## src/rtl/bole_pkg.sv

```systemverilog
// ----------------------------------------------------------------------------
// bole_pkg: shared types and constants for the bounded ordered list engine
// Request and status codes, plus the command and status bundles that join
// the controller to the datapath.
// ----------------------------------------------------------------------------
package bole_pkg;

  localparam int DATA_W       = 32;
  localparam int MODE_W       = 4;
  localparam int POS_W        = 5;
  localparam int LEN_W        = 5;
  localparam int STATUS_W     = 2;
  localparam int CAPACITY_DEF = 16;

  typedef enum logic [MODE_W-1:0] {
    MODE_INS_FIRST = 4'd0,
    MODE_INS_LAST  = 4'd1,
    MODE_INS_POS   = 4'd2,
    MODE_DEL_FIRST = 4'd3,
    MODE_DEL_LAST  = 4'd4,
    MODE_DEL_POS   = 4'd5,
    MODE_COUNT     = 4'd6,
    MODE_SEARCH    = 4'd7,
    MODE_DISPLAY   = 4'd8
  } mode_t;

  typedef enum logic [STATUS_W-1:0] {
    ST_OK      = 2'd0,
    ST_EMPTY   = 2'd1,
    ST_INVALID = 2'd2,
    ST_FULL    = 2'd3
  } status_t;

  typedef enum logic [2:0] {
    PTR_HOLD,
    PTR_TOP,
    PTR_NEXT,
    PTR_ZERO,
    PTR_INC,
    PTR_DEC
  } ptr_op_t;

  typedef enum logic [1:0] {
    WR_NONE,
    WR_PUT,
    WR_UP,
    WR_DOWN
  } wr_op_t;

  typedef enum logic [1:0] {
    CNT_HOLD,
    CNT_INC,
    CNT_DEC
  } cnt_op_t;

  typedef enum logic [1:0] {
    OUT_NONE,
    OUT_RESP,
    OUT_ELEM
  } out_op_t;

  typedef struct packed {
    logic    req_load;
    ptr_op_t ptr_op;
    logic    rd_en;
    wr_op_t  wr_op;
    cnt_op_t cnt_op;
    logic    st_load;
    logic    found_clr;
    logic    found_acc;
    out_op_t out_op;
  } dp_cmd_t;

  typedef struct packed {
    mode_t   mode;
    status_t chk_st;
    logic    at_end;
    logic    ptr_at_tgt;
    logic    ptr_at_top;
    logic    rd_at_top;
    logic    out_free;
  } dp_sts_t;

endpackage

```

## src/rtl/bole_ctrl.sv

```systemverilog
// ----------------------------------------------------------------------------
// bole_ctrl: request sequencer
// Decodes each request and steps the datapath through shifts, scans and
// display walks, one element per cycle (a display only while the output is free).
// ----------------------------------------------------------------------------
module bole_ctrl (
  input  logic              clk,
  input  logic              rst,
  input  logic              in_valid,
  output logic              in_ready,
  input  bole_pkg::dp_sts_t sts,
  output bole_pkg::dp_cmd_t cmd
);

  typedef enum logic [3:0] {
    S_IDLE,
    S_CHECK,
    S_SHIFT_UP,
    S_DRAIN_UP,
    S_PUT,
    S_SHIFT_DN,
    S_DRAIN_DN,
    S_SCAN,
    S_SCAN_END,
    S_DISP_RD,
    S_DISP_OUT,
    S_RESP
  } state_t;

  state_t state;
  state_t state_next;

  always_ff @(posedge clk) begin
    if (rst) begin
      state <= S_IDLE;
    end else begin
      state <= state_next;
    end
  end

  always_comb begin
    state_next    = state;
    in_ready      = 1'b0;
    cmd.req_load  = 1'b0;
    cmd.ptr_op    = bole_pkg::PTR_HOLD;
    cmd.rd_en     = 1'b0;
    cmd.wr_op     = bole_pkg::WR_NONE;
    cmd.cnt_op    = bole_pkg::CNT_HOLD;
    cmd.st_load   = 1'b0;
    cmd.found_clr = 1'b0;
    cmd.found_acc = 1'b0;
    cmd.out_op    = bole_pkg::OUT_NONE;
    case (state)
      S_IDLE: begin
        // No transaction is taken while reset is held.
        in_ready = !rst;
        if (in_valid && !rst) begin
          cmd.req_load = 1'b1;
          state_next   = S_CHECK;
        end
      end
      S_CHECK: begin
        cmd.st_load   = 1'b1;
        cmd.found_clr = 1'b1;
        state_next    = S_RESP;
        case (sts.mode)
          bole_pkg::MODE_INS_FIRST, bole_pkg::MODE_INS_LAST,
          bole_pkg::MODE_INS_POS: begin
            if (sts.chk_st == bole_pkg::ST_OK) begin
              if (sts.at_end) begin
                state_next = S_PUT;
              end else begin
                cmd.ptr_op = bole_pkg::PTR_TOP;
                state_next = S_SHIFT_UP;
              end
            end
          end
          bole_pkg::MODE_DEL_FIRST, bole_pkg::MODE_DEL_LAST,
          bole_pkg::MODE_DEL_POS: begin
            if (sts.chk_st == bole_pkg::ST_OK) begin
              if (sts.at_end) begin
                // Dropping the tail needs no shift at all.
                cmd.cnt_op = bole_pkg::CNT_DEC;
              end else begin
                cmd.ptr_op = bole_pkg::PTR_NEXT;
                state_next = S_SHIFT_DN;
              end
            end
          end
          bole_pkg::MODE_SEARCH: begin
            if (sts.chk_st == bole_pkg::ST_OK) begin
              cmd.ptr_op = bole_pkg::PTR_ZERO;
              state_next = S_SCAN;
            end
          end
          bole_pkg::MODE_DISPLAY: begin
            if (sts.chk_st == bole_pkg::ST_OK) begin
              cmd.ptr_op = bole_pkg::PTR_ZERO;
              state_next = S_DISP_RD;
            end
          end
          default: begin
            state_next = S_RESP;
          end
        endcase
      end
      S_SHIFT_UP: begin
        cmd.rd_en = 1'b1;
        cmd.wr_op = bole_pkg::WR_UP;
        if (sts.ptr_at_tgt) begin
          state_next = S_DRAIN_UP;
        end else begin
          cmd.ptr_op = bole_pkg::PTR_DEC;
        end
      end
      S_DRAIN_UP: begin
        cmd.wr_op  = bole_pkg::WR_UP;
        state_next = S_PUT;
      end
      S_PUT: begin
        cmd.wr_op  = bole_pkg::WR_PUT;
        cmd.cnt_op = bole_pkg::CNT_INC;
        state_next = S_RESP;
      end
      S_SHIFT_DN: begin
        cmd.rd_en = 1'b1;
        cmd.wr_op = bole_pkg::WR_DOWN;
        if (sts.ptr_at_top) begin
          state_next = S_DRAIN_DN;
        end else begin
          cmd.ptr_op = bole_pkg::PTR_INC;
        end
      end
      S_DRAIN_DN: begin
        cmd.wr_op  = bole_pkg::WR_DOWN;
        cmd.cnt_op = bole_pkg::CNT_DEC;
        state_next = S_RESP;
      end
      S_SCAN: begin
        cmd.rd_en     = 1'b1;
        cmd.found_acc = 1'b1;
        if (sts.ptr_at_top) begin
          state_next = S_SCAN_END;
        end else begin
          cmd.ptr_op = bole_pkg::PTR_INC;
        end
      end
      S_SCAN_END: begin
        cmd.found_acc = 1'b1;
        state_next    = S_RESP;
      end
      S_DISP_RD: begin
        cmd.rd_en  = 1'b1;
        cmd.ptr_op = bole_pkg::PTR_INC;
        state_next = S_DISP_OUT;
      end
      S_DISP_OUT: begin
        // The next read is issued as the current element leaves.
        if (sts.out_free) begin
          cmd.out_op = bole_pkg::OUT_ELEM;
          if (sts.rd_at_top) begin
            state_next = S_IDLE;
          end else begin
            cmd.rd_en  = 1'b1;
            cmd.ptr_op = bole_pkg::PTR_INC;
          end
        end
      end
      S_RESP: begin
        if (sts.out_free) begin
          cmd.out_op = bole_pkg::OUT_RESP;
          state_next = S_IDLE;
        end
      end
      default: begin
        state_next = S_IDLE;
      end
    endcase
  end

endmodule

```

## src/rtl/bole_dp.sv

```systemverilog
// ----------------------------------------------------------------------------
// bole_dp: list datapath
// Element memory with one write and one registered read port, element
// count, walk pointer, request checks and the output register.
// ----------------------------------------------------------------------------
module bole_dp #(
  parameter int CAPACITY = bole_pkg::CAPACITY_DEF
) (
  input  logic                                clk,
  input  logic                                rst,
  input  logic [bole_pkg::MODE_W-1:0]         mode,
  input  logic signed [bole_pkg::DATA_W-1:0]  value,
  input  logic [bole_pkg::POS_W-1:0]          position,
  output logic                                out_valid,
  input  logic                                out_ready,
  output logic [bole_pkg::STATUS_W-1:0]       status,
  output logic [bole_pkg::LEN_W-1:0]          length,
  output logic                                found,
  output logic signed [bole_pkg::DATA_W-1:0]  element,
  output logic                                last,
  input  bole_pkg::dp_cmd_t                   cmd,
  output bole_pkg::dp_sts_t                   sts
);

  localparam int CW = $clog2(CAPACITY + 1);
  localparam int PW = $clog2(CAPACITY);
  localparam int XW = ((CW > bole_pkg::POS_W) ? CW : bole_pkg::POS_W) + 1;

  logic [bole_pkg::DATA_W-1:0]        mem [CAPACITY];
  logic [bole_pkg::MODE_W-1:0]        mode_q;
  logic signed [bole_pkg::DATA_W-1:0] value_q;
  logic [bole_pkg::POS_W-1:0]         pos_q;
  logic [CW-1:0]                      cnt;
  logic [PW-1:0]                      ptr;
  logic [PW-1:0]                      rd_addr_q;
  logic [bole_pkg::DATA_W-1:0]        rd_q;
  logic                               rd_vld;
  bole_pkg::status_t                  st_q;
  logic                               found_q;
  bole_pkg::status_t                  status_q;

  logic [PW-1:0]               tgt;
  logic [PW-1:0]               top;
  logic                        we;
  logic [PW-1:0]               wa;
  logic [bole_pkg::DATA_W-1:0] wd;
  bole_pkg::status_t           chk_st;
  logic                        at_end;
  logic                        out_free;

  assign top      = PW'(cnt - 1'b1);
  assign out_free = !out_valid || out_ready;

  // Request checks and the 0-based target slot.
  always_comb begin
    chk_st = bole_pkg::ST_OK;
    tgt    = '0;
    at_end = 1'b0;
    case (bole_pkg::mode_t'(mode_q))
      bole_pkg::MODE_INS_FIRST, bole_pkg::MODE_INS_LAST, bole_pkg::MODE_INS_POS: begin
        if (bole_pkg::mode_t'(mode_q) == bole_pkg::MODE_INS_LAST) begin
          tgt = PW'(cnt);
        end else if (bole_pkg::mode_t'(mode_q) == bole_pkg::MODE_INS_POS) begin
          tgt = PW'(pos_q - 1'b1);
        end
        at_end = (XW'(tgt) == XW'(cnt));
        if (cnt >= CW'(CAPACITY)) begin
          chk_st = bole_pkg::ST_FULL;
        end else if (bole_pkg::mode_t'(mode_q) == bole_pkg::MODE_INS_POS &&
                     (pos_q == '0 || XW'(pos_q) > XW'(cnt) + XW'(1))) begin
          chk_st = bole_pkg::ST_INVALID;
        end
      end
      bole_pkg::MODE_DEL_FIRST, bole_pkg::MODE_DEL_LAST, bole_pkg::MODE_DEL_POS: begin
        if (bole_pkg::mode_t'(mode_q) == bole_pkg::MODE_DEL_LAST) begin
          tgt = top;
        end else if (bole_pkg::mode_t'(mode_q) == bole_pkg::MODE_DEL_POS) begin
          tgt = PW'(pos_q - 1'b1);
        end
        at_end = (XW'(tgt) + XW'(1) == XW'(cnt));
        if (cnt == '0) begin
          chk_st = bole_pkg::ST_EMPTY;
        end else if (bole_pkg::mode_t'(mode_q) == bole_pkg::MODE_DEL_POS &&
                     (pos_q == '0 || XW'(pos_q) > XW'(cnt))) begin
          chk_st = bole_pkg::ST_INVALID;
        end
      end
      bole_pkg::MODE_COUNT: begin
        chk_st = bole_pkg::ST_OK;
      end
      bole_pkg::MODE_SEARCH, bole_pkg::MODE_DISPLAY: begin
        if (cnt == '0) begin
          chk_st = bole_pkg::ST_EMPTY;
        end
      end
      default: begin
        chk_st = bole_pkg::ST_INVALID;
      end
    endcase
  end

  // Shifts write the registered read data into the neighbor slot of the address it came from.
  always_comb begin
    we = 1'b0;
    wa = tgt;
    wd = value_q;
    case (cmd.wr_op)
      bole_pkg::WR_PUT: begin
        we = 1'b1;
      end
      bole_pkg::WR_UP: begin
        we = rd_vld;
        wa = rd_addr_q + 1'b1;
        wd = rd_q;
      end
      bole_pkg::WR_DOWN: begin
        we = rd_vld;
        wa = rd_addr_q - 1'b1;
        wd = rd_q;
      end
      default: begin
        we = 1'b0;
      end
    endcase
  end

  always_ff @(posedge clk) begin
    if (we) begin
      mem[wa] <= wd;
    end
  end

  always_ff @(posedge clk) begin
    if (cmd.rd_en) begin
      rd_q      <= mem[ptr];
      rd_addr_q <= ptr;
    end
  end

  always_ff @(posedge clk) begin
    if (rst) begin
      rd_vld <= 1'b0;
    end else begin
      rd_vld <= cmd.rd_en;
    end
  end

  always_ff @(posedge clk) begin
    if (cmd.req_load) begin
      mode_q  <= mode;
      value_q <= value;
      pos_q   <= position;
    end
  end

  always_ff @(posedge clk) begin
    case (cmd.ptr_op)
      bole_pkg::PTR_TOP:  ptr <= top;
      bole_pkg::PTR_NEXT: ptr <= tgt + 1'b1;
      bole_pkg::PTR_ZERO: ptr <= '0;
      bole_pkg::PTR_INC:  ptr <= ptr + 1'b1;
      bole_pkg::PTR_DEC:  ptr <= ptr - 1'b1;
      default:            ptr <= ptr;
    endcase
  end

  always_ff @(posedge clk) begin
    if (rst) begin
      cnt <= '0;
    end else begin
      case (cmd.cnt_op)
        bole_pkg::CNT_INC: cnt <= cnt + 1'b1;
        bole_pkg::CNT_DEC: cnt <= cnt - 1'b1;
        default:           cnt <= cnt;
      endcase
    end
  end

  always_ff @(posedge clk) begin
    if (cmd.st_load) begin
      st_q <= chk_st;
    end
    if (cmd.found_clr) begin
      found_q <= 1'b0;
    end else if (cmd.found_acc && rd_vld && rd_q == value_q) begin
      found_q <= 1'b1;
    end
  end

  always_ff @(posedge clk) begin
    if (rst) begin
      out_valid <= 1'b0;
    end else if (cmd.out_op != bole_pkg::OUT_NONE) begin
      out_valid <= 1'b1;
    end else if (out_ready) begin
      out_valid <= 1'b0;
    end
  end

  always_ff @(posedge clk) begin
    case (cmd.out_op)
      bole_pkg::OUT_RESP: begin
        status_q <= st_q;
        length   <= bole_pkg::LEN_W'(cnt);
        found    <= found_q;
        element  <= '0;
        last     <= 1'b1;
      end
      bole_pkg::OUT_ELEM: begin
        status_q <= bole_pkg::ST_OK;
        length   <= bole_pkg::LEN_W'(cnt);
        found    <= 1'b0;
        element  <= rd_q;
        last     <= (rd_addr_q == top);
      end
      default: begin
        status_q <= status_q;
      end
    endcase
  end

  assign status = status_q;

  assign sts.mode       = bole_pkg::mode_t'(mode_q);
  assign sts.chk_st     = chk_st;
  assign sts.at_end     = at_end;
  assign sts.ptr_at_tgt = (ptr == tgt);
  assign sts.ptr_at_top = (ptr == top);
  assign sts.rd_at_top  = (rd_addr_q == top);
  assign sts.out_free   = out_free;

endmodule

```

## src/rtl/bounded_ordered_list_engine.sv

```systemverilog
// ----------------------------------------------------------------------------
// bounded_ordered_list_engine: bounded ordered list of signed 32-bit values
// Insert, delete, count, search and display on a list of up to CAPACITY
// elements kept in order in an element memory with one read and one write port.
// ----------------------------------------------------------------------------
//
//   Channel   Handshake              Payload
//   -------   --------------------   ---------------------------------------
//   request   in_valid / in_ready    mode, value, position
//   result    out_valid / out_ready  status, length, found, element, last
//
// One request is handled at a time; the next is taken once the previous
// one has loaded its last result into the output register.
// Count, errors and a tail delete or insert need no walk; a shift, search
// or display walks the list element by element over the single read port.
// Output stalls hold the sequencer; a display emits one element per cycle while the output is free.
// Reset clears the element count and the valid flags and idles the sequencer; the memory needs no clearing pass.
//
module bounded_ordered_list_engine #(
  parameter int CAPACITY = bole_pkg::CAPACITY_DEF
) (
  input  logic                                clk,
  input  logic                                rst,
  input  logic                                in_valid,
  output logic                                in_ready,
  input  logic [bole_pkg::MODE_W-1:0]         mode,
  input  logic signed [bole_pkg::DATA_W-1:0]  value,
  input  logic [bole_pkg::POS_W-1:0]          position,
  output logic                                out_valid,
  input  logic                                out_ready,
  output logic [bole_pkg::STATUS_W-1:0]       status,
  output logic [bole_pkg::LEN_W-1:0]          length,
  output logic                                found,
  output logic signed [bole_pkg::DATA_W-1:0]  element,
  output logic                                last
);

  bole_pkg::dp_cmd_t dp_cmd;
  bole_pkg::dp_sts_t dp_sts;

  bole_ctrl u_ctrl (
    .clk      (clk),
    .rst      (rst),
    .in_valid (in_valid),
    .in_ready (in_ready),
    .sts      (dp_sts),
    .cmd      (dp_cmd)
  );

  bole_dp #(
    .CAPACITY (CAPACITY)
  ) u_dp (
    .clk       (clk),
    .rst       (rst),
    .mode      (mode),
    .value     (value),
    .position  (position),
    .out_valid (out_valid),
    .out_ready (out_ready),
    .status    (status),
    .length    (length),
    .found     (found),
    .element   (element),
    .last      (last),
    .cmd       (dp_cmd),
    .sts       (dp_sts)
  );

  // Once a transaction is taken, the engine is busy on the next cycle.
  a_busy_after_accept: assert property (@(posedge clk) disable iff (rst)
    in_valid && in_ready |=> !in_ready)
    else $error("engine ready right after accepting a request");

  // No element may be written while the engine waits for a request.
  a_no_write_idle: assert property (@(posedge clk) disable iff (rst)
    in_ready |-> dp_cmd.wr_op == bole_pkg::WR_NONE)
    else $error("element memory written while idle");

  // Only display elements come out without last, and they always report ok.
  a_elem_ok: assert property (@(posedge clk) disable iff (rst)
    out_valid && !last |-> status == bole_pkg::ST_OK && !found)
    else $error("non-final result with bad status or found set");

endmodule
```

## config.mk

```make
export PLATFORM = sky130hd
export DESIGN_NAME = bounded_ordered_list_engine
export DESIGN_NICKNAME = d
export VERILOG_FILES = /design/src/rtl/bole_pkg.sv /design/src/rtl/bole_ctrl.sv /design/src/rtl/bole_dp.sv /design/src/rtl/bounded_ordered_list_engine.sv
export SDC_FILE = /design/constraint.sdc
export NUM_CORES = 1
export LEC_CHECK = 0
export BUFFER_PORTS_ARGS = -buffer_cell sky130_fd_sc_hd__buf_2
export CAP_MARGIN = 5
export CORE_MARGIN = 2
export CORE_UTILIZATION = 66
export DETAILED_ROUTE_END_ITERATION = 16
export PLACE_DENSITY = 0.84
export SYNTH_ARGS = -nofsm -noshare
export SYNTH_HDL_FRONTEND = slang
export SYNTH_SLANG_ARGS = --single-unit
export TNS_END_PERCENT = 100
```

## constraint.sdc

```tcl
create_clock -name clk -period 10.1 [get_ports clk]
set_input_delay 0.505 -clock clk [delete_from_list [all_inputs] [get_ports clk]]
set_output_delay 0.505 -clock clk [all_outputs]
set_load 0.01 [all_outputs]
```

# Word-level counts from Yosys, hierarchy flattened

Memories as Yosys holds them, arrays and structs flattened. A register that Yosys moved wholly into a read port is not among the register bits.
Index checks and enable logic that the tools add are counted.

Add/sub/neg operators: 10
Magnitude comparators: 3
Eq/ne operators: 44
Muxes and demuxes: 67
Reductions and logical operators: 32

Operator list:

| kind                                              | number |
|---|---|
| 2-to-1 mux 4 bit                                  | 19 |
| case mux 32 bit (2 select lines)                  | 1 |
| case mux 4 bit (10 select lines)                  | 1 |
| == test 32 bit                                    | 1 |
| == test 4 x 3 -> 1 bit (second input constant)    | 8 |
| 2-to-1 mux 32 bit                                 | 1 |
| 2-to-1 mux 2 bit                                  | 12 |
| == test 4 bit (second input constant)             | 5 |
| case mux 4 bit (5 select lines)                   | 1 |
| == test 4 x 2 -> 1 bit (second input constant)    | 4 |
| case mux 4 bit (2 select lines)                   | 2 |
| case mux 4 bit (4 select lines)                   | 1 |
| 2-to-1 mux 3 bit                                  | 5 |
| case mux 3 bit (5 select lines)                   | 1 |
| OR reduction 2 bit                                | 7 |
| adder 4 x 1 -> 4 bit (second input constant)      | 3 |
| == test 4 bit                                     | 3 |
| case mux 2 bit (3 select lines)                   | 2 |
| subtractor 4 x 1 -> 4 bit (second input constant) | 3 |
| 2-to-1 mux 1 bit                                  | 11 |
| zero test 5 bit                                   | 2 |
| case mux 1 bit (2 select lines)                   | 5 |
| case mux 5 bit (2 select lines)                   | 1 |
| case mux 3 bit (3 select lines)                   | 1 |
| 29 further kinds                                  | 56 |

Bits in registers: 104
RAM bits: 512
Input bits: 45
Output and inout bits: 43
Logic and storage cells: 173
Memories kept: 1

Memory list:

| memory   | depth | bits a word | rd ports | clocked after Yosys merged registers in | write ports | line          | text |
|---|---|---|---|---|---|---|---|
| u_dp.mem | 16    | 32          | 1        | 1                                       | 1           | bole_dp.sv:29 | `logic [bole_pkg::DATA_W-1:0] mem [CAPACITY];` |

# Logic depth before layout (Yosys ltp)

Gate-level depths: netlist of the first run.

Word-level depth: 13
Mapped depth: 22
Gate-level depth less buffers: 18

# Cells and area by module

From an unflattened synthesis of the first run, not the netlist that was laid out.

Cell total of the unflattened synthesis: 1328
Area total of the unflattened synthesis: 26520.4 sq um

Modules (own cells, without submodules):

| module    | times used | cells an instance | area an instance (sq um) | sequential area each (sq um) |
|---|---|---|---|---|
| bole_dp   | 1          | 1220              | 25754.7                  | 19258.5 |
| bole_ctrl | 1          | 108               | 765.7                    | 80.1 |

# Worst setup path after synthesis of the first run

No wires, ideal clock.

Path kind: reg2reg
From: reg u_ctrl.state[1]
To: reg u_dp.rd_addr_q[0], enable pin
Library setup time: 481 ps
Data arrival time: 3501 ps
Required time: 9619 ps
Setup slack: 6118 ps
Stages on the path, launching flop included: 5
Buffers on the path: 1
Period minus slack after synthesis: 3982 ps
Cells stage by stage: dfxtp_1 > clkbuf_1 > nand2_1 > o21a_1 > o21ai_0

RTL lines:

| element                  | line            | text |
|---|---|---|
| start: declaration       | bole_ctrl.sv:30 | `state_t state;` |
| start signal: assignment | bole_ctrl.sv:37 | `state <= state_next;` |
| end signal: assignment   | bole_dp.sv:136  | `rd_addr_q <= ptr;` |
| end: declaration         | bole_dp.sv:35   | `logic [PW-1:0] rd_addr_q;` |

# Final worst setup path of the first run

From: reg u_dp.cnt[0]
To: reg u_dp.ptr[1], enable pin

Word-level cells in the longest chain between the ends: 13
Elaborated cells between the ends (all ways): 46
Classes of those cells: add/sub: 3; order compare: 3; eq/ne: 10; mux: 23; reduce/logical: 7

RTL lines:

| element                                                                            | line            | text |
|---|---|---|
| start: declaration                                                                 | bole_dp.sv:33   | `logic [CW-1:0] cnt;` |
| start signal: assignment                                                           | bole_dp.sv:172  | `bole_pkg::CNT_INC: cnt <= cnt + 1'b1;` |
| start signal: assignment                                                           | bole_dp.sv:173  | `bole_pkg::CNT_DEC: cnt <= cnt - 1'b1;` |
| start signal: assignment                                                           | bole_dp.sv:174  | `default: cnt <= cnt;` |
| parallel branches: the longest is 10 deep, another holds subtractor 5 x 1 -> 5 bit | n/a             |  |
| case mux 3 bit (5 select lines) *                                                  | bole_ctrl.sv:53 | `case (state)` |
| == test 3 x 1 -> 1 bit (tied with other cells)                                     | bole_dp.sv:157  | `case (cmd.ptr_op)` |
| nonzero test 5 bit (no source line) *                                              | n/a             |  |
| end signal: assignment                                                             | bole_dp.sv:158  | `bole_pkg::PTR_TOP: ptr <= top;` |
| end signal: assignment                                                             | bole_dp.sv:159  | `bole_pkg::PTR_NEXT: ptr <= tgt + 1'b1;` |
| end signal: assignment                                                             | bole_dp.sv:161  | `bole_pkg::PTR_INC: ptr <= ptr + 1'b1;` |
| end: declaration                                                                   | bole_dp.sv:34   | `logic [PW-1:0] ptr;` |

Every way passes the cells marked *. The select of a mux whose other input is x is not followed.
A chain may end at the register's enable or synchronous reset.

==> flow_summary_export.csv, run 1 <==
group,metric,value,unit
floorplanning,start_util,0.668,
worst_setup_path,cp_slowest_cell,"dfxtp_1",
worst_setup_path,crit_type,"reg2reg",
clock_tree,clk_pin_slew,0.07,ns
timing,rsz0062_at_grt,"false",
logic_synthesis,syn_nets,1406,
floorplanning,fp.dieW,205,um
floorplanning,ios,88,
route,wl_per_cell,31.8,um
final_layout,finish.net_count,1515,
grt,antenna_found_initial,1,
route,finalWirelength,64200,um
clock_tree,clock-sinks,648,
floorplanning,die_area,41800,um2
worst_setup_path,crit_fanout,13,
route,antenna_left,0,
place,portBuffers,87,
timing,worstMarginPinSlew,1.16,ns
logic_synthesis,synth_edf_count,636,
route,vias_per_cell,6.90,
route,drc_errors,0,
final_layout,syn2layout_area_growth,12.1,%
final_layout,regArea,19300,um2
grt,grt_pass1_wl,94200,um
logic_synthesis,postSynthCellCount,1337,
timing,setup_tns,0,ns
worst_setup_path,startpoint_type,"flop",
timing,finalSetupViolCount,0,
timing,relSlewSlack,0.225,
pwr,power.density,269,nW/um2
clock_tree,clk_latency,0.64,ns
grt,grt-ovfl-total,0,
route,first_pass_iters,6,
logic_synthesis,avgSynthCellArea,19.8,um2
worst_setup_path,max_stage_delay,0.67,ns
place,dp_hpwl,33800,um
final_layout,final_util,0.749,
final_layout,multi_input_area,6980,um2
timing,finalCriticalPeriod,4.71,ns
worst_setup_path,crit_path_cell_trace,"inv_1 > ha_1 > mux2i_1 > nand2_1 > inv_1 > ha_1 > or3_1 > a311oi_1 > o311ai_1 > a21oi_1 > nor3_1 > or3_4 > or2_1",
hold_path,worst_hold_path_type,"in2reg",
status,outcome,"completed",
logic_synthesis,synth_area_leaders,"edfxtp_1 (72%), mux4_2 (14%), mux2_2 (1.4%)",
final_layout,diodes,0,
timing,clock_skew,0.0234,ns
route,vias,14000,
logic_synthesis,ys_types,83,
logic_synthesis,yosys_most_used_dff,"edfxtp_1",
route,first_iter_violations,2210,
clock_tree,cts_setup_buffers,0,
clock_tree,root_buffer,"clkbuf_16",
timing,fmax,212,MHz
logic_synthesis,synth_async_sr_flop_share,0,
worst_setup_path,crit_arrival,5.08,ns
floorplanning,rows,73,
final_layout,fillers,2132,
grt,grt_max_degree,93,
clock_tree,cts_tree,"yes",
clock_tree,ctsResizeCount,0,
logic_synthesis,synth-seq-cells,648,
grt,grt_use_total,0.320,
worst_setup_path,cp.required,10.47,ns
clock_tree,h-tree-depth,2,
pwr,p_leak,9.81,nW
logic_synthesis,ys.warnings.count,0,
floorplanning,dieHeight,205,um
flow_run,cap_violations,0,
timing,period_share,0.467,
floorplanning,coreArea,39700,um2
clock_tree,cts_buffer_depth,3,
clock_tree,cts_buffers,60,
grt,first_global_vias,14200,
logic_synthesis,ys_seq_area_frac,0.729,
logic_synthesis,netlist_area,26500,um2
clock_tree,cts_hold_buffers,0,
timing,drv_slew,0,
timing,hold_viol_final,0,
logic_synthesis,netlist.area_leader.share,0.720,
worst_setup_path,cp-end-kind,"flop",
final_layout,drive_above_1_share,0.288,
pwr,vdd_drop_max,227,uV
logic_synthesis,yosysTopAreaCell,"edfxtp_1",
place,place_congestion,0.884,
metal layers:
| metal | global-route usage | routed length, um |
|---|---|---|
| met1 | 0.434 | 23300 |
| met2 | 0.522 | 32200 |
| met3 | 0.0636 | 6290 |
| met4 | 0.124 | 2470 |
| met5 | 0 | 0 |
stage by stage:
stage	power [mW]	area (um2)	cells	hold WS, ns	setup WS (ns)
4_1_cts	8.00	29700	2023	0.0259	5.45
6_report	8.00	29700	2023	0.0435	5.39
3_3_place_gp	5.57	27700	1909	0.504	5.57
2_1_floorplan	5.04	26500	1337	0.424	6.12
5_1_grt	8.25	29700	2023	0.0233	4.88
3_5_place_dp	5.65	27700	1909	0.538	5.45
where the power goes:
group	switching [mW]	internal, mW	total (mW)
Clock	0.989	1.35	2.34
Combinational	1.22	0.824	2.04
Sequential	0.147	3.47	3.62
Total	2.35	5.65	8.00
state kept, by name, indices dropped and copies added, names as in the netlist, 2 cells and up:
signal / count
u_dp.length: 5
u_dp.mode_q: 4
u_dp.element: 32
u_ctrl.state: 4
u_dp.cnt: 5
u_dp.rd_q: 32
u_dp.rd_addr_q: 4
u_dp.ptr: 4
u_dp.value_q: 32
u_dp.status: 2
u_dp.mem: 512
u_dp.st_q: 2
u_dp.pos_q: 5
cells by family after synthesis:
kind of cell             count (synthesis)  share of synthesized area
XOR/XNOR                                63                     0.0216
buffers and inverters                   90                     0.0139
AND/OR/NAND/NOR                        205                     0.0422
multiplexers                           197                      0.151
adder cells (fa/ha/maj)                 24                     0.0119
AO/OA/AOI/OAI                          110                     0.0304
flip-flops                             648                      0.729
cells in the mapped netlist, drive strengths merged (6+ instances only):
| library cell | number |
|---|---|
| xor2 | 39 |
| nand2b | 6 |
| nand3 | 8 |
| edfxtp | 636 |
| xnor2 | 23 |
| buf | 26 |
| o21ai | 15 |
| dfxtp | 12 |
| and2 | 35 |
| nor2b | 17 |
| a21o | 8 |
| inv | 22 |
| a211oi | 9 |
| a21oi | 19 |
| o21a | 7 |
| nor4 | 7 |
| mux4 | 160 |
| mux2 | 32 |
| a31oi | 6 |
| nor3 | 10 |
| nor2 | 49 |
| clkbuf | 41 |
| or3 | 6 |
| ha | 22 |
| nand2 | 35 |
final timing paths:
path	startpoint	end	slack, ns	cells past startpoint
max	u_dp.cnt[0]	u_dp.ptr[1]	5.39	13
min	value[10]	u_dp.value_q[10]	0.04	1
max reg2reg	u_dp.cnt[0]	u_dp.ptr[1]	5.39	13
min reg2reg	u_dp.st_q[1]	u_dp.status[1]	0.55	1
area by class of cell:
class | instances | share of cell area
multi-input combinational | 599 | 0.235
clock inverter | 40 | 0.0146
inverter | 23 | 0.00290
timing repair buffer | 114 | 0.0219
tap | 525 | 0.0221
clock buffer | 74 | 0.0537
sequential | 648 | 0.650
placed cells by master, fill, tap and decap left out, types with 7 or more instances in the layout:
master,count
a211oi_1,9
a21o_1,7
a21oi_1,19
and2_1,35
buf_2,87
buf_4,26
bufinv_16,9
clkbuf_1,12
clkbuf_16,62
clkinv_1,15
clkinv_2,11
dfxtp_1,12
edfxtp_1,636
ha_1,21
inv_1,21
mux2_2,32
mux4_2,160
nand2_1,34
nand3_1,8
nor2_1,30
nor2_4,18
nor2b_1,17
nor3_1,9
nor4_1,7
o21a_1,7
o21ai_0,12
xnor2_1,22
xor2_1,39
worst max-delay path, delay by kind of cell, from the launching register on:
| family | cells | cell delay [ns] |
|---|---|---|
| AND/OR/NAND/NOR | 5 | 1.57 |
| AO/OA/AOI/OAI | 3 | 1.04 |
| adder cells (fa/ha/maj) | 2 | 0.74 |
| flip-flops | 1 | 0.67 |
| buffers and inverters | 2 | 0.28 |
| multiplexers | 1 | 0.15 |
No activity file was read; power rests on OpenSTA's default activity.
==> run 2, diff against run 1 <==
Settings changed: CORE_UTILIZATION 66 to 62, PLACE_DENSITY 0.84 to 0.8.
Clock period 10.1 ns to 4.82 ns, I/O delays scaled along.
==> flow_summary_export.csv, run 2 (synthesis results as in run 1) <==
group,metric,value,unit
worst_setup_path,cp-end-kind,"flop",
final_layout,fillers,2394,
grt,grt_pass1_wl,91500,um
floorplanning,die_area,44500,um2
timing,finalSetupViolCount,0,
timing,period_share,0.841,
worst_setup_path,startpoint_type,"flop",
timing,worstMarginPinSlew,0.980,ns
pwr,vdd_drop_max,536,uV
grt,antenna_found_initial,1,
pwr,p_leak,10.1,nW
worst_setup_path,r2r_end,"u_dp.cnt[2]",
clock_tree,root_buffer,"clkbuf_16",
grt,grt_use_total,0.290,
grt,grt-ovfl-total,0,
timing,setup_tns,0,ns
route,first_iter_violations,1817,
worst_setup_path,crit_end,"u_dp.cnt[2]",
place,portBuffers,87,
final_layout,final_util,0.721,
worst_setup_path,r2r_start,"u_dp.mode_q[0]",
worst_setup_path,crit_fanout,27,
clock_tree,cts_tree,"yes",
timing,hold_viol_final,0,
route,drc_errors,0,
worst_setup_path,critPathLaunch,"u_dp.mode_q[0]",
timing,rsz0062_at_grt,"false",
floorplanning,rows,75,
final_layout,top_register,"u_dp.mem",
floorplanning,fp.dieW,211,um
final_layout,finish.net_count,1575,
final_layout,diodes,0,
place,dp_hpwl,33200,um
clock_tree,h-tree-depth,2,
clock_tree,cts_buffers,61,
grt,first_global_vias,14200,
grt,grt_max_degree,132,
clock_tree,cts_setup_buffers,0,
route,vias_per_cell,6.63,
floorplanning,start_util,0.630,
clock_tree,cts_buffer_depth,3,
final_layout,largest_register_ffs,512,
timing,clock_skew,0.0273,ns
worst_setup_path,cp.required,5.37,ns
timing,fmax,247,MHz
clock_tree,clk_pin_slew,0.06,ns
clock_tree,clock-sinks,648,
floorplanning,ios,88,
worst_setup_path,r2r_slack,0.77,ns
route,vias,13900,
floorplanning,coreArea,42100,um2
hold_path,worst_hold_path_type,"in2reg",
final_layout,multi_input_area,6980,um2
final_layout,final_common_cell,"edfxtp_1",
final_layout,most-common-layout-cells,"edfxtp_1 (636), mux4_2 (160), buf_2 (87)",
flow_run,cap_violations,0,
route,antenna_left,0,
final_layout,regArea,19300,um2
place,place_congestion,0.874,
pwr,finalPower,16.6,mW
worst_setup_path,crit_type,"reg2reg",
pwr,power.density,546,nW/um2
route,wl_per_cell,29.8,um
timing,drv_slew,0,
route,finalWirelength,62400,um
worst_setup_path,crit_arrival,4.61,ns
timing,worst_hold_slack,0.169,ns
clock_tree,clk_latency,0.65,ns
route,first_pass_iters,5,
timing,relSlewSlack,0.344,
worst_setup_path,r2r_cells,14,
floorplanning,dieHeight,211,um
timing,finalCriticalPeriod,4.05,ns
final_layout,drive_above_1_share,0.286,
status,outcome,"completed",
final_layout,syn2layout_area_growth,14.4,%
## run 2: cell count changes in the layout (fill, tap and decap cells not counted), sizes merged
cell | previous run | this run
buf | 114 | 129
bufinv | 9 | 7
clkbuf | 74 | 73
clkinvlp | 2 | 1
dlygate4sd3 | 0 | 44
clkinv | 28 | 29
## run 2: final cells by class
type / count / area share
inverters: 23 / 0.00284
flip-flops and latches: 648 / 0.637
repair buffers: 173 / 0.0434
clock inverters: 38 / 0.0130
clock buffers: 73 / 0.0518
well taps: 539 / 0.0222
multi-input cells: 599 / 0.230
## run 2: power by group
part / switching [mW] / leakage [nW] / internal (mW) / total (mW)
logic: 2.49 / 3.21 / 1.76 / 4.25
registers: 0.300 / 5.90 / 7.28 / 7.58
clock network: 2.06 / 0.963 / 2.70 / 4.76
## run 2: worst max-delay path: stages, from the launching register on
cell	delay (ns)
edfxtp_1	0.95
mux2i_1	0.26
nand2_1	0.14
inv_1	0.05
ha_1	0.22
or3_1	0.39
a311oi_1	0.27
o311ai_1	0.14
a21oi_1	0.34
a31oi_1	0.15
nor2_1	0.13
ha_1	0.32
mux2i_1	0.13
or3_1	0.32
a21oi_1	0.17
## run 2: worst min-delay path by stage
stage | startpoint | to | slack (ns) | cells past startpoint
floorplan | rst | u_dp.rd_vld | 0.31 | 1
global placement | value[18] | u_dp.value_q[18] | 0.42 | 1
finish | in_valid | u_dp.value_q[2] | 0.17 | 3
global route | in_valid | u_dp.value_q[6] | 0.21 | 3
CTS | in_valid | u_dp.value_q[4] | 0.14 | 3
detailed placement | value[18] | u_dp.value_q[18] | 0.42 | 1
## run 2: routing by layer
layer	vias up	GRT usage	wire length (um)
li1	5790	-	-
met1	7156	0.406	23800
met2	820	0.469	30800
met3	118	0.0559	5820
met4	0	0.101	1920
met5	-	0	0
## run 2: timing repair
action                    in CTS  in global routing
hold buffers                  44                  0
hold endpoints to repair      47                  0
gates resized for setup        0                  0
## run 2: stage by stage
stage | setup WS (ns) | cell area (um2) | instances
floorplan | 0.838 | 26500 | 1337
global placement | 0.895 | 28000 | 1938
detailed placement | 0.877 | 28000 | 1938
CTS | 0.811 | 30400 | 2093
global route | 0.497 | 30400 | 2093
finish | 0.765 | 30400 | 2093
==> run 3, diff against run 2 <==
Settings changed: ABC_AREA set to 1, CORE_UTILIZATION 62 to 56, PLACE_DENSITY 0.8 to 0.76.
Clock period 4.82 ns to 3.5 ns, I/O delays scaled along.
==> flow_summary_export.csv, run 3 <==
group,metric,value,unit
route,wl_per_cell,23.1,um
clock_tree,clk_latency,0.64,ns
place,place_inst,2837,
pwr,vdd_drop_max,501,uV
place,dp_hpwl,39100,um
final_layout,layoutNonFillerInstCount,2994,
worst_setup_path,cp.required,4.02,ns
final_layout,syn2layout_area_growth,16.0,%
logic_synthesis,ys_types,42,
final_layout,diodes,0,
grt,grt_use_total,0.277,
pwr,power.density,725,nW/um2
grt,grt_pass1_wl,104000,um
timing,fmax,305,MHz
clock_tree,cts_tree,"yes",
route,first_iter_violations,2652,
clock_tree,clk_pin_slew,0.06,ns
worst_setup_path,startpoint_type,"flop",
status,outcome,"completed",
flow_run,cap_violations,0,
hold_path,worst_hold_path_type,"in2reg",
worst_setup_path,critPathLaunch,"u_dp.cnt[1]",
floorplanning,die_area,49900,um2
route,drc_errors,0,
worst_setup_path,crit_type,"reg2reg",
pwr,clockPowerShare,0.302,
place,dpl_cell_area,28700,um2
pwr,p_sw,7.28,mW
floorplanning,coreArea,47600,um2
place,portBuffers,87,
logic_synthesis,yosys_most_used_dff,"edfxtp_1",
floorplanning,rows,80,
final_layout,largest_register_ffs,512,
logic_synthesis,synth.most_common_cell,"edfxtp_1",
worst_setup_path,crit_path_cell_trace,"inv_1 > ha_1 > inv_1 > nand3_1 > nand2_2 > ha_1 > nand2_1 > a21oi_1 > nor2_1 > nand3_1 > nor2_2 > nand3_1 > o32ai_4 > ha_1 > inv_1 > o211ai_1 > o211ai_1 > inv_1",
logic_synthesis,ys_seq_area_frac,0.717,
worst_setup_path,max_stage_delay,0.38,ns
clock_tree,h-tree-depth,2,
final_layout,top_register,"u_dp.mem",
place,place_congestion,0.897,
final_layout,most-common-layout-cells,"edfxtp_1 (636), nor2_1 (290), o21ai_0 (285)",
floorplanning,ios,88,
clock_tree,cts_buffer_depth,3,
grt,grt_max_degree,260,
grt,first_global_vias,17800,
logic_synthesis,netlist.area_leader.share,0.709,
worst_setup_path,crit_arrival,3.80,ns
pwr,seq_power_share,0.451,
route,vias,18200,
logic_synthesis,synth_edf_count,636,
pwr,p_comb_frac,0.247,
worst_setup_path,r2r_start,"u_dp.cnt[1]",
clock_tree,clock-sinks,648,
clock_tree,cts_buffers,61,
timing,hold_viol_final,0,
timing,finalSetupViolCount,0,
timing,rsz0062_at_grt,"false",
worst_setup_path,crit_fanout,8,
pwr,finalPower,22.7,mW
worst_setup_path,r2r_slack,0.22,ns
floorplanning,fp.dieW,223,um
grt,antenna_found_initial,0,
floorplanning,dieHeight,223,um
worst_setup_path,cp-end-kind,"flop",
final_layout,final_common_cell,"edfxtp_1",
logic_synthesis,avgSynthCellArea,12.4,um2
pwr,intPower,15.4,mW
logic_synthesis,netlist_area,27000,um2
pwr,p_leak,11.0,nW
logic_synthesis,synth-seq-cells,648,
timing,finalCriticalPeriod,3.28,ns
route,antenna_left,0,
clock_tree,cts_setup_buffers,0,
final_layout,drive_above_1_share,0.141,
timing,worstMarginPinSlew,1.42,ns
timing,period_share,0.938,
clock_tree,root_buffer,"clkbuf_16",
worst_setup_path,r2r_end,"u_dp.cnt[3]",
logic_synthesis,yosysTopAreaCell,"edfxtp_1",
floorplanning,start_util,0.566,
logic_synthesis,synth_area_leaders,"edfxtp_1 (71%), o21ai_0 (5.3%), nor2_1 (4.3%)",
worst_setup_path,cpMostUsedCell,"inv_1",
grt,grt-ovfl-total,0,
route,finalWirelength,69200,um
worst_setup_path,cp_slowest_cell,"dfxtp_1",
route,first_pass_iters,5,
timing,clock_skew,0.0183,ns
timing,worst_hold_slack,0.0968,ns
logic_synthesis,synth_async_sr_flop_share,0,
logic_synthesis,synth_commonest_cells,"edfxtp_1 (636), nor2_1 (306), o21ai_0 (285), nand2_1 (271), inv_1 (120)",
worst_setup_path,r2r_cells,18,
hold_path,min_from,"in_valid",
logic_synthesis,ys.warnings.count,0,
final_layout,finish.net_count,2398,
timing,relSlewSlack,0.0551,
route,vias_per_cell,6.09,
pwr,switching_share,0.321,
final_layout,fin_area,31300,um2
timing,drv_slew,0,
worst_setup_path,crit_end,"u_dp.cnt[3]",
logic_synthesis,postSynthCellCount,2173,
logic_synthesis,syn_nets,2242,
-- run 3: cell count changes in the layout (fill, tap and decap cells not counted), sizes merged, moves of 32 or more --
cell | previous run | this run
and2 | 35 | 1
buf | 129 | 169
inv | 24 | 134
mux2 | 32 | 0
mux4 | 160 | 0
nand2 | 35 | 287
nand3 | 8 | 82
nor2 | 49 | 321
o21ai | 15 | 292
o221ai | 0 | 100
-- run 3: area by class of cell --
cell class                      count  area, um2
Multi-Input combinational cell   1269       6800
Sequential cell                   648      19300
Inverter                          136        515
Fill cell                        3221      16400
Tap cell                          615        769
Clock buffer                       73       1570
Clock inverter                     40        490
Timing Repair Buffer              213       1780
-- run 3: metal layers --
metal  wire length, um  GRT usage  share of wire  vias up
met3              6830     0.0524          0.099      177
li1                  -          -              -     8202
met1             27700      0.395           0.40     8849
met4              2100     0.0953          0.030        0
met2             32500      0.432           0.47      999
met5                 0          0              0        -
-- run 3: worst max-delay path, delay by kind of cell (launching register included) --
| kind | cells | cell delay, ns |
|---|---|---|
| AOI/OAI and AO/OA | 4 | 0.59 |
| DFF | 1 | 0.38 |
| and+or+nand+nor | 7 | 0.88 |
| buffers and inverters | 4 | 0.42 |
| adders and majority gates | 3 | 0.89 |
-- run 3: power groups by stage --
stage               Combinational, mW  Clock, mW  Sequential, mW
floorplan                        3.48          0            10.2
global placement                 5.22          0            10.3
detailed placement               5.40          0            10.3
CTS                              5.50       6.89            10.2
global route                     6.12       7.20            10.2
finish                           5.60       6.85            10.2
-- run 3: cell families after synthesis --
| family | after synthesis | share of synthesized area |
|---|---|---|
| compound gates | 482 | 0.109 |
| fa+ha+maj | 24 | 0.0117 |
| flops | 648 | 0.717 |
| simple gates | 716 | 0.111 |
| xor+xnor | 47 | 0.0153 |
| buf+inv | 256 | 0.0361 |
-- run 3: repair_timing --
| action | in CTS | in global routing |
|---|---|---|
| endpoints found under the setup margin | 0 | 5 |
| hold buffers | 44 | 0 |
| resized for setup | 0 | 3 |
| hold endpoints to repair | 48 | 0 |
-- run 3: worst min path at each step --
stage | to | slack (ns) | depth (start not counted)
6_report | u_dp.value_q[4] | 0.1 | 3
4_1_cts | u_dp.pos_q[4] | 0.08 | 3
3_3_place_gp | u_dp.value_q[25] | 0.35 | 1
5_1_grt | u_dp.pos_q[4] | 0.09 | 3
3_5_place_dp | u_dp.pos_q[3] | 0.35 | 1
2_1_floorplan | u_dp.mode_q[0] | 0.27 | 0
-- run 3: stage by stage --
| step | worst slack [ns] | TNS (ns) | util |
|---|---|---|---|
| after floorplan | -0.148 | -67.55 | - |
| after global placement | 0.122 | 0 | 0.603 |
| after detailed placement | 0.0267 | 0 | 0.603 |
| after CTS | 0.00888 | 0 | 0.656 |
| after global routing | 0.00656 | 0 | 0.656 |
| final | 0.218 | 0 | 0.656 |
